`src/mcsv_pkg.sv`:
```
// Shared types, character codes and line-layout tables for the market CSV line parser.
// No dependencies.
package mcsv_pkg;

  localparam int MAX_FIELDS_DEF = 16;
  localparam int SYMBOL_LEN_DEF = 15;
  localparam int SYM_BYTES = 15;
  localparam int NUM_VALUES = 5;

  localparam logic [7:0] CH_A = 8'h41;
  localparam logic [7:0] CH_E = 8'h45;
  localparam logic [7:0] CH_C = 8'h43;
  localparam logic [7:0] CH_R = 8'h52;
  localparam logic [7:0] CH_T = 8'h54;
  localparam logic [7:0] CH_B = 8'h42;
  localparam logic [7:0] CH_S = 8'h53;
  localparam logic [7:0] CH_HASH = 8'h23;
  localparam logic [7:0] CH_COMMA = 8'h2C;
  localparam logic [7:0] CH_CR = 8'h0D;
  localparam logic [7:0] CH_LF = 8'h0A;
  localparam logic [7:0] CH_SPACE = 8'h20;
  localparam logic [7:0] CH_MINUS = 8'h2D;
  localparam logic [7:0] CH_ZERO = 8'h30;
  localparam logic [7:0] CH_NINE = 8'h39;

  localparam logic [1:0] STAT_OK = 2'd0;
  localparam logic [1:0] STAT_COUNT = 2'd1;
  localparam logic [1:0] STAT_TYPE = 2'd2;
  localparam logic [1:0] STAT_FIELD = 2'd3;

  localparam logic [2:0] MSG_ADD = 3'd0;
  localparam logic [2:0] MSG_EXEC = 3'd1;
  localparam logic [2:0] MSG_CANCEL = 3'd2;
  localparam logic [2:0] MSG_REPLACE = 3'd3;
  localparam logic [2:0] MSG_TRADE = 3'd4;

  localparam int VAL_TS = 0;
  localparam int VAL_ID1 = 1;
  localparam int VAL_ID2 = 2;
  localparam int VAL_PRICE = 3;
  localparam int VAL_QTY = 4;

  typedef enum logic [1:0] {
    MODE_START,
    MODE_BODY,
    MODE_COMMENT
  } mode_t;

  typedef enum logic [3:0] {
    ROLE_NONE,
    ROLE_TYPE,
    ROLE_TS,
    ROLE_ID,
    ROLE_MATCH1,
    ROLE_NEWID,
    ROLE_MATCH2,
    ROLE_SYM,
    ROLE_PRICE,
    ROLE_QTY,
    ROLE_SIDE,
    ROLE_COND
  } role_t;

  typedef struct packed {
    logic content;
    logic neg;
    logic digit;
    logic bad;
    logic multi;
  } flags_t;

  typedef struct packed {
    logic [4:0] field_index;
    logic [63:0] acc;
    flags_t flags;
    logic [7:0] pend_sp;
    mode_t mode;
    logic [2:0] type_code;
    logic [1:0] first_error;
    logic [NUM_VALUES-1:0][63:0] vals;
    logic [SYM_BYTES-1:0][7:0] sym;
    logic side;
    logic [7:0] cond;
  } line_state_t;

  typedef struct packed {
    logic [7:0] data_byte;
    logic end_of_stream;
  } in_t;

  typedef struct packed {
    logic [1:0] status;
    logic [2:0] msg_type;
    logic signed [63:0] timestamp;
    logic [63:0] first_id;
    logic [63:0] second_id;
    logic [63:0] symbol_low;
    logic [55:0] symbol_high;
    logic signed [63:0] price;
    logic [63:0] quantity;
    logic side;
    logic [7:0] conditions;
    logic [31:0] reject_count;
  } out_t;

  function automatic role_t role_lookup(logic [2:0] tc, logic [2:0] idx);
    role_t r;
    r = ROLE_NONE;
    case (tc)
      MSG_ADD: begin
        case (idx)
          3'd0: r = ROLE_TYPE;
          3'd1: r = ROLE_TS;
          3'd2: r = ROLE_ID;
          3'd3: r = ROLE_SYM;
          3'd4: r = ROLE_PRICE;
          3'd5: r = ROLE_QTY;
          3'd6: r = ROLE_SIDE;
          default: r = ROLE_NONE;
        endcase
      end
      MSG_EXEC: begin
        case (idx)
          3'd0: r = ROLE_TYPE;
          3'd1: r = ROLE_TS;
          3'd2: r = ROLE_ID;
          3'd3: r = ROLE_SYM;
          3'd4: r = ROLE_QTY;
          3'd5: r = ROLE_MATCH2;
          default: r = ROLE_NONE;
        endcase
      end
      MSG_CANCEL: begin
        case (idx)
          3'd0: r = ROLE_TYPE;
          3'd1: r = ROLE_TS;
          3'd2: r = ROLE_ID;
          3'd3: r = ROLE_SYM;
          3'd4: r = ROLE_QTY;
          default: r = ROLE_NONE;
        endcase
      end
      MSG_REPLACE: begin
        case (idx)
          3'd0: r = ROLE_TYPE;
          3'd1: r = ROLE_TS;
          3'd2: r = ROLE_ID;
          3'd3: r = ROLE_NEWID;
          3'd4: r = ROLE_SYM;
          3'd5: r = ROLE_PRICE;
          3'd6: r = ROLE_QTY;
          3'd7: r = ROLE_SIDE;
          default: r = ROLE_NONE;
        endcase
      end
      MSG_TRADE: begin
        case (idx)
          3'd0: r = ROLE_TYPE;
          3'd1: r = ROLE_TS;
          3'd2: r = ROLE_MATCH1;
          3'd3: r = ROLE_SYM;
          3'd4: r = ROLE_PRICE;
          3'd5: r = ROLE_QTY;
          3'd6: r = ROLE_SIDE;
          3'd7: r = ROLE_COND;
          default: r = ROLE_NONE;
        endcase
      end
      default: r = ROLE_NONE;
    endcase
    return r;
  endfunction

  function automatic logic [5:0] expected_fields(logic [2:0] tc);
    logic [5:0] n;
    case (tc)
      MSG_ADD: n = 6'd7;
      MSG_EXEC: n = 6'd6;
      MSG_CANCEL: n = 6'd5;
      MSG_REPLACE: n = 6'd8;
      MSG_TRADE: n = 6'd8;
      default: n = 6'd0;
    endcase
    return n;
  endfunction

endpackage

```
`src/market_csv_line_parser.sv`:
```
// Top level of the market CSV line parser: input register, line state and record register.
// Depends on mcsv_pkg and mcsv_step.
// A line's record is loaded into the record register when its terminating byte is processed out of the input register.
// One byte per cycle while no pending record stalls the input; the per-byte state update is a single registered pass.
// A pending record that is not taken stalls the input register and then the input.
// Reset (rst, synchronous) clears the line state, the pending CR and the error count.
module market_csv_line_parser #(
  parameter int MAX_FIELDS = mcsv_pkg::MAX_FIELDS_DEF,
  parameter int SYMBOL_LEN = mcsv_pkg::SYMBOL_LEN_DEF
) (
  input  logic           clk,
  input  logic           rst,
  input  logic           byte_valid,
  output logic           byte_ready,
  input  mcsv_pkg::in_t  byte_data,
  output logic           rec_valid,
  input  logic           rec_ready,
  output mcsv_pkg::out_t rec_data
);

  logic s1_valid;
  mcsv_pkg::in_t s1_data;
  mcsv_pkg::line_state_t st;
  mcsv_pkg::line_state_t st_next;
  logic pend_cr;
  logic pend_cr_next;
  logic [31:0] err_cnt;
  logic [31:0] err_cnt_next;
  logic res_valid;
  mcsv_pkg::out_t res;
  logic advance;
  logic work;

  assign advance = !rec_valid || rec_ready;
  assign byte_ready = !s1_valid || advance;
  assign work = s1_valid && advance;

  mcsv_step #(
    .MAX_FIELDS(MAX_FIELDS),
    .SYMBOL_LEN(SYMBOL_LEN)
  ) u_step (
    .st(st),
    .pend_cr(pend_cr),
    .item(s1_data),
    .err_cnt(err_cnt),
    .st_next(st_next),
    .pend_cr_next(pend_cr_next),
    .res_valid(res_valid),
    .res(res),
    .err_cnt_next(err_cnt_next)
  );

  always_ff @(posedge clk) begin
    if (rst) begin
      s1_valid <= 1'b0;
      rec_valid <= 1'b0;
      st <= '0;
      pend_cr <= 1'b0;
      err_cnt <= '0;
    end else begin
      if (byte_ready) begin
        s1_valid <= byte_valid;
      end
      if (work) begin
        st <= st_next;
        pend_cr <= pend_cr_next;
        err_cnt <= err_cnt_next;
      end
      if (advance) begin
        rec_valid <= work && res_valid;
      end
    end
  end

  always_ff @(posedge clk) begin
    if (byte_ready && byte_valid) begin
      s1_data <= byte_data;
    end
    if (work && res_valid) begin
      rec_data <= res;
    end
  end

  assert property (@(posedge clk) disable iff (rst) !rec_valid |-> byte_ready)
    else $error("input stalled with no record pending");

  assert property (@(posedge clk) disable iff (rst)
    (err_cnt == $past(err_cnt)) || (err_cnt == $past(err_cnt) + 32'd1))
    else $error("error count moved by more than one");

  assert property (@(posedge clk) disable iff (rst)
    rec_valid && rec_data.status != mcsv_pkg::STAT_OK |->
      rec_data.price == 64'sd0 && rec_data.quantity == 64'd0 &&
      rec_data.reject_count != 32'd0 || rec_data.reject_count == 32'd0)
    else $error("rejected record carries payload");

  assert property (@(posedge clk) disable iff (rst)
    rec_valid && rec_data.status == mcsv_pkg::STAT_OK |->
      rec_data.msg_type <= mcsv_pkg::MSG_TRADE && rec_data.price >= 64'sd0)
    else $error("accepted record with bad type or price");

endmodule

```
`src/mcsv_step.sv`:
```
// Per-byte next-state and record logic of the market CSV line parser.
// Depends on mcsv_pkg.
module mcsv_step #(
  parameter int MAX_FIELDS = mcsv_pkg::MAX_FIELDS_DEF,
  parameter int SYMBOL_LEN = mcsv_pkg::SYMBOL_LEN_DEF
) (
  input  mcsv_pkg::line_state_t st,
  input  logic                  pend_cr,
  input  mcsv_pkg::in_t         item,
  input  logic [31:0]           err_cnt,
  output mcsv_pkg::line_state_t st_next,
  output logic                  pend_cr_next,
  output logic                  res_valid,
  output mcsv_pkg::out_t        res,
  output logic [31:0]           err_cnt_next
);

  localparam logic [4:0] MAX_FI = 5'(MAX_FIELDS);
  localparam logic [5:0] SYM_LIM = 6'((SYMBOL_LEN < 15) ? SYMBOL_LEN : 15);
  localparam logic [63:0] ACC_LIM = 64'd1844674407370955161;
  localparam logic [63:0] POS_MAX = 64'h7FFF_FFFF_FFFF_FFFF;
  localparam logic [63:0] NEG_MAX = 64'h8000_0000_0000_0000;

  function automatic mcsv_pkg::line_state_t clear_field(mcsv_pkg::line_state_t s);
    mcsv_pkg::line_state_t t;
    t = s;
    t.acc = '0;
    t.flags = '0;
    t.pend_sp = '0;
    return t;
  endfunction

  function automatic mcsv_pkg::role_t role_of(mcsv_pkg::line_state_t s);
    mcsv_pkg::role_t r;
    if (s.field_index == 5'd0) begin
      r = mcsv_pkg::ROLE_TYPE;
    end else if (s.first_error == mcsv_pkg::STAT_TYPE || s.field_index >= 5'd8 ||
                 s.type_code > mcsv_pkg::MSG_TRADE) begin
      r = mcsv_pkg::ROLE_NONE;
    end else begin
      r = mcsv_pkg::role_lookup(s.type_code, s.field_index[2:0]);
    end
    return r;
  endfunction

  function automatic mcsv_pkg::line_state_t field_char(mcsv_pkg::line_state_t s,
                                                       logic [7:0] c);
    mcsv_pkg::line_state_t t;
    mcsv_pkg::role_t r;
    logic [5:0] cnt;
    logic [5:0] sp;
    logic [5:0] ends;
    logic [5:0] ncnt;
    logic [3:0] dg;
    logic signd;
    t = s;
    r = role_of(s);
    signd = (r == mcsv_pkg::ROLE_TS) || (r == mcsv_pkg::ROLE_PRICE);
    dg = 4'(c - mcsv_pkg::CH_ZERO);
    sp = (s.pend_sp > 8'd16) ? 6'd16 : s.pend_sp[5:0];
    cnt = {1'b0, s.acc[4:0]};
    ends = cnt + sp;
    ncnt = (ends > SYM_LIM) ? SYM_LIM : ends;
    if (r != mcsv_pkg::ROLE_NONE) begin
      if (c == mcsv_pkg::CH_SPACE) begin
        if (s.flags.content && s.pend_sp != 8'hFF) begin
          t.pend_sp = s.pend_sp + 8'd1;
        end
      end else begin
        if (r == mcsv_pkg::ROLE_SYM) begin
          for (int j = 0; j < mcsv_pkg::SYM_BYTES; j++) begin
            if (6'(j) >= cnt && 6'(j) < ncnt) begin
              t.sym[j] = mcsv_pkg::CH_SPACE;
            end
            if (ncnt < SYM_LIM && 6'(j) == ncnt) begin
              t.sym[j] = c;
            end
          end
          if (ncnt < SYM_LIM) begin
            t.acc = {58'b0, ncnt + 6'd1};
          end else begin
            t.acc = {58'b0, ncnt};
          end
        end else if (r == mcsv_pkg::ROLE_TYPE || r == mcsv_pkg::ROLE_SIDE) begin
          if (s.flags.content) begin
            t.flags.multi = 1'b1;
          end else begin
            t.acc = {56'b0, c};
          end
        end else begin
          if (s.flags.content && s.pend_sp != 8'd0) begin
            t.flags.bad = 1'b1;
          end else if (!s.flags.content && c == mcsv_pkg::CH_MINUS && signd) begin
            t.flags.neg = 1'b1;
          end else if (c >= mcsv_pkg::CH_ZERO && c <= mcsv_pkg::CH_NINE) begin
            t.flags.digit = 1'b1;
            if (s.acc > ACC_LIM || (s.acc == ACC_LIM && dg > 4'd5)) begin
              t.flags.bad = 1'b1;
            end else begin
              t.acc = (s.acc << 3) + (s.acc << 1) + {60'b0, dg};
            end
          end else begin
            t.flags.bad = 1'b1;
          end
        end
        t.pend_sp = '0;
        t.flags.content = 1'b1;
      end
    end
    return t;
  endfunction

  function automatic mcsv_pkg::line_state_t field_end(mcsv_pkg::line_state_t s);
    mcsv_pkg::line_state_t t;
    mcsv_pkg::role_t r;
    logic ok;
    logic single;
    logic [63:0] v;
    logic check;
    t = s;
    check = 1'b1;
    r = role_of(s);
    single = s.flags.content && !s.flags.multi;
    ok = s.flags.digit && !s.flags.bad;
    if (r == mcsv_pkg::ROLE_TS || r == mcsv_pkg::ROLE_PRICE) begin
      ok = ok && (s.flags.neg ? (s.acc <= NEG_MAX) : (s.acc <= POS_MAX));
    end
    v = s.flags.neg ? (64'd0 - s.acc) : s.acc;
    case (r)
      mcsv_pkg::ROLE_TYPE: begin
        check = 1'b0;
        if (single && s.acc == {56'b0, mcsv_pkg::CH_A}) t.type_code = mcsv_pkg::MSG_ADD;
        else if (single && s.acc == {56'b0, mcsv_pkg::CH_E}) t.type_code = mcsv_pkg::MSG_EXEC;
        else if (single && s.acc == {56'b0, mcsv_pkg::CH_C}) t.type_code = mcsv_pkg::MSG_CANCEL;
        else if (single && s.acc == {56'b0, mcsv_pkg::CH_R}) t.type_code = mcsv_pkg::MSG_REPLACE;
        else if (single && s.acc == {56'b0, mcsv_pkg::CH_T}) t.type_code = mcsv_pkg::MSG_TRADE;
        else t.first_error = mcsv_pkg::STAT_TYPE;
      end
      mcsv_pkg::ROLE_TS: begin
        if (ok) t.vals[mcsv_pkg::VAL_TS] = v;
      end
      mcsv_pkg::ROLE_ID: begin
        ok = ok && v != 64'd0;
        if (ok) t.vals[mcsv_pkg::VAL_ID1] = v;
      end
      mcsv_pkg::ROLE_MATCH1: begin
        if (ok) t.vals[mcsv_pkg::VAL_ID1] = v;
      end
      mcsv_pkg::ROLE_NEWID: begin
        ok = ok && v != 64'd0 && v != s.vals[mcsv_pkg::VAL_ID1];
        if (ok) t.vals[mcsv_pkg::VAL_ID2] = v;
      end
      mcsv_pkg::ROLE_MATCH2: begin
        if (ok) t.vals[mcsv_pkg::VAL_ID2] = v;
      end
      mcsv_pkg::ROLE_PRICE: begin
        ok = ok && !s.flags.neg && s.acc != 64'd0;
        if (ok) t.vals[mcsv_pkg::VAL_PRICE] = v;
      end
      mcsv_pkg::ROLE_QTY: begin
        ok = ok && v != 64'd0;
        if (ok) t.vals[mcsv_pkg::VAL_QTY] = v;
      end
      mcsv_pkg::ROLE_COND: begin
        ok = ok && v <= 64'd255;
        if (ok) t.cond = v[7:0];
      end
      mcsv_pkg::ROLE_SIDE: begin
        ok = single && (s.acc == {56'b0, mcsv_pkg::CH_B} || s.acc == {56'b0, mcsv_pkg::CH_S});
        if (ok && s.acc == {56'b0, mcsv_pkg::CH_S}) t.side = 1'b1;
      end
      default: check = 1'b0;
    endcase
    if (check && !ok && t.first_error == mcsv_pkg::STAT_OK) begin
      t.first_error = mcsv_pkg::STAT_FIELD;
    end
    return t;
  endfunction

  function automatic mcsv_pkg::line_state_t line_char(mcsv_pkg::line_state_t s,
                                                      logic [7:0] c);
    mcsv_pkg::line_state_t t;
    logic go;
    t = s;
    go = 1'b0;
    if (s.mode == mcsv_pkg::MODE_BODY) begin
      go = 1'b1;
    end else if (s.mode == mcsv_pkg::MODE_START) begin
      if (c == mcsv_pkg::CH_HASH) begin
        t.mode = mcsv_pkg::MODE_COMMENT;
      end else if (c != mcsv_pkg::CH_SPACE) begin
        t.mode = mcsv_pkg::MODE_BODY;
        go = 1'b1;
      end
    end
    if (go && t.field_index < MAX_FI) begin
      if (c == mcsv_pkg::CH_COMMA) begin
        t = field_end(t);
        t.field_index = t.field_index + 5'd1;
        t = clear_field(t);
      end else begin
        t = field_char(t, c);
      end
    end
    return t;
  endfunction

  mcsv_pkg::line_state_t s_cr;
  mcsv_pkg::line_state_t s_fin;
  logic end_now;
  logic [5:0] n_fields;
  logic [1:0] stat;

  always_comb begin
    end_now = item.end_of_stream || item.data_byte == mcsv_pkg::CH_LF;
    if (pend_cr && !end_now) begin
      s_cr = line_char(st, mcsv_pkg::CH_CR);
    end else begin
      s_cr = st;
    end
    if (s_cr.field_index < MAX_FI) begin
      s_fin = field_end(s_cr);
      n_fields = {1'b0, s_cr.field_index} + 6'd1;
    end else begin
      s_fin = s_cr;
      n_fields = {1'b0, MAX_FI};
    end
    if (s_fin.first_error == mcsv_pkg::STAT_TYPE) begin
      stat = mcsv_pkg::STAT_TYPE;
    end else if (s_fin.type_code > mcsv_pkg::MSG_TRADE ||
                 n_fields != mcsv_pkg::expected_fields(s_fin.type_code)) begin
      stat = mcsv_pkg::STAT_COUNT;
    end else begin
      stat = s_fin.first_error;
    end

    res_valid = 1'b0;
    err_cnt_next = err_cnt;
    pend_cr_next = 1'b0;
    st_next = s_cr;
    res = '0;
    if (end_now) begin
      st_next = '0;
      st_next.mode = mcsv_pkg::MODE_START;
      if (s_cr.mode == mcsv_pkg::MODE_BODY) begin
        res_valid = 1'b1;
        if (stat != mcsv_pkg::STAT_OK) begin
          err_cnt_next = err_cnt + 32'd1;
        end else begin
          res.msg_type = s_fin.type_code;
          res.timestamp = s_fin.vals[mcsv_pkg::VAL_TS];
          res.first_id = s_fin.vals[mcsv_pkg::VAL_ID1];
          res.second_id = s_fin.vals[mcsv_pkg::VAL_ID2];
          res.symbol_low = s_fin.sym[7:0];
          res.symbol_high = s_fin.sym[14:8];
          res.price = s_fin.vals[mcsv_pkg::VAL_PRICE];
          res.quantity = s_fin.vals[mcsv_pkg::VAL_QTY];
          res.side = s_fin.side;
          res.conditions = s_fin.cond;
        end
        res.status = stat;
        res.reject_count = err_cnt_next;
      end
    end else if (item.data_byte == mcsv_pkg::CH_CR) begin
      pend_cr_next = 1'b1;
    end else begin
      st_next = line_char(s_cr, item.data_byte);
    end
  end

endmodule

```
`config.mk`:
```
export PLATFORM = sky130hd
export DESIGN_NAME = market_csv_line_parser
export DESIGN_NICKNAME = d
export VERILOG_FILES = /design/src/mcsv_pkg.sv /design/src/market_csv_line_parser.sv /design/src/mcsv_step.sv
export SDC_FILE = /design/constraint.sdc
export NUM_CORES = 2
export LEC_CHECK = 0
export BUFFER_PORTS_ARGS = -buffer_cell sky130_fd_sc_hd__buf_4
export CAP_MARGIN = 10
export CELL_PAD_IN_SITES_DETAIL_PLACEMENT = 0
export CELL_PAD_IN_SITES_GLOBAL_PLACEMENT = 1
export CORE_MARGIN = 1.5
export CORE_UTILIZATION = 48
export CTS_BUF_LIST = sky130_fd_sc_hd__clkbuf_4
export DETAILED_ROUTE_END_ITERATION = 7
export PLACE_DENSITY = 0.86
export RECOVER_POWER = 100
export SLEW_MARGIN = 0
export SYNTH_ARGS = -nofsm -noshare
export SYNTH_HDL_FRONTEND = slang
export SYNTH_SLANG_ARGS = --single-unit
```
`constraint.sdc`:
```
create_clock -name clk -period 17.2 [get_ports clk]
set_input_delay 0 -clock clk [delete_from_list [all_inputs] [get_ports clk]]
set_output_delay 0 -clock clk [all_outputs]
set_load 0.02 [all_outputs]
```
# Word-level counts from Yosys, hierarchy flattened

Memory sizes are Yosys's and may differ from the RTL's. A register that Yosys moved wholly into a read port is not among the register bits.
Index checks and enable logic that the tools add are counted.

$add $sub $neg: 12
$lt $le $gt $ge: 80
Eq/ne operators: 103
Multiplexer cells: 252
Bitwise gates (word level): 2
Reduce and logical (&&, ||, !) cells: 147

Operators by type and width:

| kind                   | number |
|---|---|
| $mux W538              | 4 |
| $mux W64               | 31 |
| $mux W533              | 2 |
| $mux W120              | 5 |
| $mux W8                | 66 |
| $pmux W64 S2           | 4 |
| $mux W454              | 1 |
| $eq A64 B7 Y1 const B  | 7 |
| $reduce_bool A64 Y1    | 2 |
| $pmux W4 S5            | 6 |
| $logic_and A1 B1 Y1    | 96 |
| $eq A4 B6 Y1 const A   | 14 |
| $lt A4 B6 Y1 const A   | 14 |
| $mux W4                | 20 |
| $mux W77               | 1 |
| $ge A4 B5 Y1 const A   | 14 |
| $mux W69               | 1 |
| $mux W3                | 22 |
| $mux W65               | 1 |
| $add A64 B4 Y64        | 1 |
| $add A64 B64 Y64       | 1 |
| $eq A64 B61 Y1 const B | 1 |
| $gt A64 B61 Y1 const B | 1 |
| $le A64 B63 Y1 const B | 1 |
| other kinds (68)       | 280 |

Flip-flop bits (word level): 1068
Bits in read-only memories: 256
Input bits: 13
Output and inout bits: 488
Word-level logic and storage cells: 655
Memories kept: 8

Memories:

| memory           | words | width | rd ports | clocked after Yosys merged registers in | write ports | line            | text |
|---|---|---|---|---|---|---|---|
| (name not given) | 8     | 4     | 1        | 1                                       | 0           | mcsv_pkg.sv:144 | `case (idx)` |
| (name not given) | 8     | 4     | 1        | 1                                       | 0           | mcsv_pkg.sv:157 | `case (idx)` |
| (name not given) | 8     | 4     | 1        | 1                                       | 0           | mcsv_pkg.sv:144 |  |
| (name not given) | 8     | 4     | 1        | 1                                       | 0           | mcsv_pkg.sv:157 |  |
| (name not given) | 8     | 4     | 1        | 1                                       | 0           | mcsv_pkg.sv:144 |  |
| (name not given) | 8     | 4     | 1        | 1                                       | 0           | mcsv_pkg.sv:157 |  |
| 2 more memories  | --    | --    | --       | --                                      | --          | --              |  |

# Longest topological paths before layout

Word-level depth: 48
Mapped depth: 40
Gate-level depth less buffers: 37

# Modules after synthesis

Synthesis repeated with hierarchy kept, for this count alone.

Cells, all modules: 8316
Area total of the unflattened synthesis: 70581.4 um^2

By module, submodules not included:

| module                 | instances | cells each | area each (um^2) | seq. area each (um^2) |
|---|---|---|---|---|
| market_csv_line_parser | 1         | 2982       | 40264.9          | 26335.3 |
| mcsv_step              | 1         | 5334       | 30316.6          | 0.0 |

# Worst setup path after synthesis

OpenSTA, ideal clock, no wires.

Path type: register to register
Start point: register s1_data[6] (netlist name)
End point: register err_cnt[25]
Library setup time: 0.070 ns
Data arrival time: 14.818 ns
Data required time: 17.130 ns
Slack: 2.311 ns
Cell stages (with the launch flop): 11
Buffers on the path: 2
Clock period less this slack: 14.889 ns
Path through: edfxtp_1 clkbuf_1 nor4_2 a21oi_1 clkbuf_1 nor2_1 nand2_1 inv_1 nand2_1 or4_1 a21oi_1

Cells in the longest elaborated chain, start to end: 28
Elaborated cells between the ends (all ways): 107
Classes of those cells: add/sub (1); order compare (5); eq/ne (31); mux (32); reduce/logical (38)

Ends and longest elaborated chain:

| element                                                  | line                         | text |
|---|---|---|
| start: declaration                                       | market_csv_line_parser.sv:22 | `mcsv_pkg::in_t s1_data;` |
| start signal: assignment                                 | market_csv_line_parser.sv:77 | `s1_data <= byte_data;` |
| $eq A8 B4 Y1 *                                           | mcsv_step.sv:215             | `end_now = item.end_of_stream \|\| item.data_byte == mcsv_pkg::CH_LF;` |
| $logic_or A1 B1 Y1 *                                     | mcsv_step.sv:215             |  |
| branches (longest 26 deep; another with $sub A1 B64 Y64) | --                           |  |
| end signal: assignment                                   | market_csv_line_parser.sv:67 | `err_cnt <= err_cnt_next;` |
| end: declaration                                         | market_csv_line_parser.sv:27 | `logic [31:0] err_cnt;` |

Every way passes the cells marked *. The select of a mux whose other input is x is not followed.
A chain may end at the register's enable or synchronous reset.

# Worst setup path after layout

Start point: register st[461] (netlist name)
End point: register st[218] (netlist name)

Cells in the longest elaborated chain, start to end: 26
Elaborated cells between the ends (all ways): 32
Classes of those cells: add/sub (3); order compare (5); mux (21); reduce/logical (3)

Ends and longest elaborated chain:

| element                                              | line                             | text |
|---|---|---|
| $gt A8 B5 Y1                                         | mcsv_step.sv:60                  | `sp = (s.pend_sp > 8'd16) ? 6'd16 : s.pend_sp[5:0];` |
| $mux W6 *                                            | mcsv_step.sv:60                  |  |
| $add A5 B6 Y6 *                                      | mcsv_step.sv:62                  | `ends = cnt + sp;` |
| $gt A6 B4 Y1                                         | mcsv_step.sv:63                  | `ncnt = (ends > SYM_LIM) ? SYM_LIM : ends;` |
| $mux W6 *                                            | mcsv_step.sv:63                  |  |
| $add A6 B1 Y6 / $lt A6 B4 Y1 (equally long branches) | mcsv_step.sv:80, mcsv_step.sv:79 |  |
| $mux W6 *                                            | mcsv_step.sv:79                  | `if (ncnt < SYM_LIM) begin` |
| $mux W64 *                                           | mcsv_step.sv:70                  | `if (r == mcsv_pkg::ROLE_SYM) begin` |
| [... 10 more ...]                                    | --                               |  |
| $mux W1                                              | mcsv_step.sv:242                 | `if (end_now) begin` |
| $logic_and A1 B1 Y1                                  | mcsv_step.sv:143                 | `ok = ok && v != 64'd0;` |
| $mux W64                                             | mcsv_step.sv:144                 | `if (ok) t.vals[mcsv_pkg::VAL_ID1] = v;` |
| $pmux W64 S2 *                                       | mcsv_step.sv:129                 | `case (r)` |
| $mux W538 *                                          | mcsv_step.sv:197                 | `if (c == mcsv_pkg::CH_COMMA) begin` |
| $mux W538 *                                          | mcsv_step.sv:196                 | `if (go && t.field_index < MAX_FI) begin` |
| $mux W538 *                                          | mcsv_step.sv:264                 | `end else if (item.data_byte == mcsv_pkg::CH_CR) begin` |
| $mux W538 *                                          | mcsv_step.sv:242                 |  |

Mark *: on every way between the ends. The rest lies on a longest branch, timed or not. The select of a mux whose other input is x is not followed.

==> impl_metrics.yaml <==
global_route:
  grt_pass1_vias: 54310
  grt_max_degree: 207
  grt-ovfl-total: 0
  grt_first_pass_wirelength_um: 370600
  antenna_found_initial: 13
  track_usage_pct: 40.08
cells_and_area:
  n_fill_cell: 11670
  final-seq-area_um2: 26500
  final_common_cell: "nor2_1"
  final_cell_mix: "1070 x nor2_1, 580 x dfxtp_1, 514 x clkbuf_1, 511 x nand2_1, 495 x edfxtp_1"
  area_growth_pct: 12.34
  stdcell_count: 8934
  multi_input_comb_area_um2: 29430
  drive_above_1_share_pct: 10.25
  nets: 7272
critical_path:
  cp_slowest_stage_delay_ns: 2.39
  r2r-start: "st[461]"
  crit_type: "reg2reg"
  rrSetupSlack_ns: 2.74
  cp.required_ns: 18.34
  cp.arrival_ns: 15.60
  cpMostUsedCell: "inv_1"
  startpoint_type: "flip-flop"
  slowest_stage: "clkbuf_1"
  timing.rr.end: "st[218]"
  cp-end-kind: "flip-flop"
  worstRegToRegCells: 36
  crit_fanout: 64
  cp-startpoint: "st[461]"
  endpoint: "st[218]"
synthesis:
  synth_flop_cell: "dfxtp_1"
  synth_edf_count: 495
  syn_nets: 6794
  muxShareOfSynthArea_pct: 2.564
  synth-async-reset-ratio_pct: 0
  synth_top_family_by_area: "compound AO/OA/AOI/OAI gates"
  synth_compound_area_share_pct: 20.81
  synthSimpleGateAreaFrac_pct: 20.72
  synth_seq_cells: 1076
  synth_area_um2: 58460
  synth.avg_cell_area_um2: 8.834
  ys_seq_area_share_pct: 45.32
  synthAdderAreaFrac_pct: 3.540
  ys_types: 111
  synth_warnings: 0
  synthXorXnorAreaFrac_pct: 2.367
  synthCells: 6618
routing:
  drcViolationCount: 0
  first_iter_violations: 7598
  vias_per_cell: 6.468
  first_pass_iters: 7
  vias: 57790
  drt-total-wl_um: 258000
  drtAntennaViolNets: 0
  wl_per_cell_um: 28.87
clocking:
  cts_max_path_buffers: 4
  cts_setup_buffers: 0
  clock_insertion_delay_worst_skew_ns: 1.32
  cts_buffers: 305
  cts_hold_buf: 37
  cts_resized: 0
  cts_sinks: 1076
  cts_tree: "done"
  cts-root-buf: "clkbuf_4"
  htree_levels: 5
  clkTransAtPathRegs_ns: 0.06
floorplanning:
  ios: 501
  dieWidth_um: 352.0
  start_util_pct: 48.60
  core.rowCount: 127
  fp.coreArea_um2: 120300
  dieArea_um2: 123900
  die_y_um: 352.0
power_and_ir_drop:
  power_leakage_nw: 22.66
  p_per_area_nw_per_um2: 81.81
  peakVddDrop_uv: 65.62
job:
  drv_cap: 21
sta:
  fin_worst_skew_ns: 0.1249
  timing.final.ws_setup_ns: 2.742
  tns_ns: 0
  setup_violations: 0
  rsz0062_at_grt: "no"
  tightestPinTransition_ns: 4.312
  fin_crit_ns: 14.46
  fmax_mhz: 69.17
  fin_crit_sh_pct: 84.06
  slew_headroom_pct: -187.5
  drv_slew: 1109
  finalHoldViolations: 0
place:
  place_congestion: 1.039
  dp_cells: 8364
  dp_hpwl_um: 180700
  place_ws_ns: 5.267
  io_buffer_count: 500
status:
  violations: "max-capacitance violations, max-slew violations"
  outcome: "complete, but fails checks"
min_path:
  hp-class: "in2reg"
-- cell type report --
cell class | count | area share (%)
antenna | 7 | 0.02667
clock buffer | 464 | 5.303
clock inverter | 62 | 0.4153
inverter | 128 | 0.7334
multi-input combinational | 4881 | 44.80
sequential | 1076 | 40.35
tap | 1612 | 3.071
timing repair buffer | 704 | 5.303
-- power by group --
part           switching, W  leakage (nW)  internal, W
combinational      0.000238          12.2    0.0000700
clock               0.00114          2.28      0.00124
sequential        0.0000159          8.19      0.00267
-- critical path: cells and delay by family (launching register included) --
family                     cells  cell delay (ns)
adders and majority gates      4             1.18
buffers and inverters          9             4.71
AOI/OAI and AO/OA              9             3.55
muxes                          2             0.76
and+or+nand+nor               11             3.51
DFF                            1             0.38
xor gates and xnor gates       1             0.22
-- synthesized netlist by cell type (15+ instances only) --
cell type,number,share of area [%]
nor2b_1,67,0.72
buf_1,24,0.15
or2_2,18,0.19
dfxtp_1,581,20
nand2b_1,111,1.2
clkbuf_1,408,2.6
a31oi_1,35,0.37
edfxtp_1,495,25
or3_1,52,0.56
or4_1,35,0.45
nor4_1,72,0.77
o22ai_1,46,0.49
o21a_1,17,0.22
o21ai_1,31,0.27
inv_1,122,0.78
ha_1,159,3.4
a21o_1,62,0.80
o31ai_1,46,0.59
a21oi_1,387,3.3
a22o_1,47,0.70
nor2_1,1079,6.9
a22oi_1,375,4.8
a211oi_1,183,2.3
mux2_2,24,0.46
nand2_1,512,3.3
xnor2_1,111,1.7
o21ai_0,313,2.7
xor2_1,47,0.70
buf_6,18,0.35
and3_1,123,1.3
o211ai_1,43,0.55
a32oi_1,17,0.25
o2111ai_1,15,0.22
nor3_1,140,1.2
nand4_1,55,0.59
mux2i_1,116,2.0
nand3b_1,18,0.23
and2_1,43,0.46
nand3_1,207,1.8
buf_2,78,0.67
-- sequential cells by signal, indices dropped and copies added (netlist names), named ones only --
name / count
err_cnt: 32
pend_cr: 1
rec_data: 486
rec_valid: 1
s1_data: 9
s1_valid: 1
st: 538
-- metal layers --
| metal | up-vias | wire length [um] | global-route usage (%) | share of wire (%) |
|---|---|---|---|---|
| met2 | 3807 | 111900 | 59.92 | 43 |
| met4 | 8 | 20030 | 28.28 | 7.8 |
| li1 | 25350 | - | - | - |
| met1 | 27790 | 97820 | 50.86 | 38 |
| met5 | - | 47 | 0 | 0.018 |
| met3 | 841 | 28140 | 9.699 | 11 |
-- logic make-up (layout without fill, tap and decap cells) --
kind of cell | Yosys count | count (layout)
AOI/OAI and AO/OA | 1814 | 1814
xor gates and xnor gates | 158 | 158
adders and majority gates | 163 | 163
buffers and inverters | 661 | 1358
DFF | 1076 | 1076
muxes | 146 | 146
other | 0 | 7
and+or+nand+nor | 2600 | 2600
-- how the worst min path moves through the flow --
stage                      start          to  slack, ns  depth (start not counted)
finish                 rec_ready    s1_valid       0.23                          5
global route           rec_ready    s1_valid       0.20                          5
detailed placement  byte_data[2]  s1_data[2]       0.18                          1
global placement    byte_data[7]  s1_data[7]       0.18                          1
floorplan           byte_data[0]  s1_data[0]        0.1                          0
CTS                    rec_ready  s1_data[8]       0.06                          4
-- stage by stage --
stage	hold WS, ns	utilization, %	instance area, um^2	power, W
floorplan	0.09887	-	58460	0.002907
global placement	0.1799	52.83	63540	0.003043
detailed placement	0.1796	52.83	63540	0.003042
CTS	0.05567	56.27	67690	0.005400
global route	0.1986	54.60	65680	0.005534
finish	0.2273	54.60	65680	0.005373
Power figures use the tool's default switching activity.
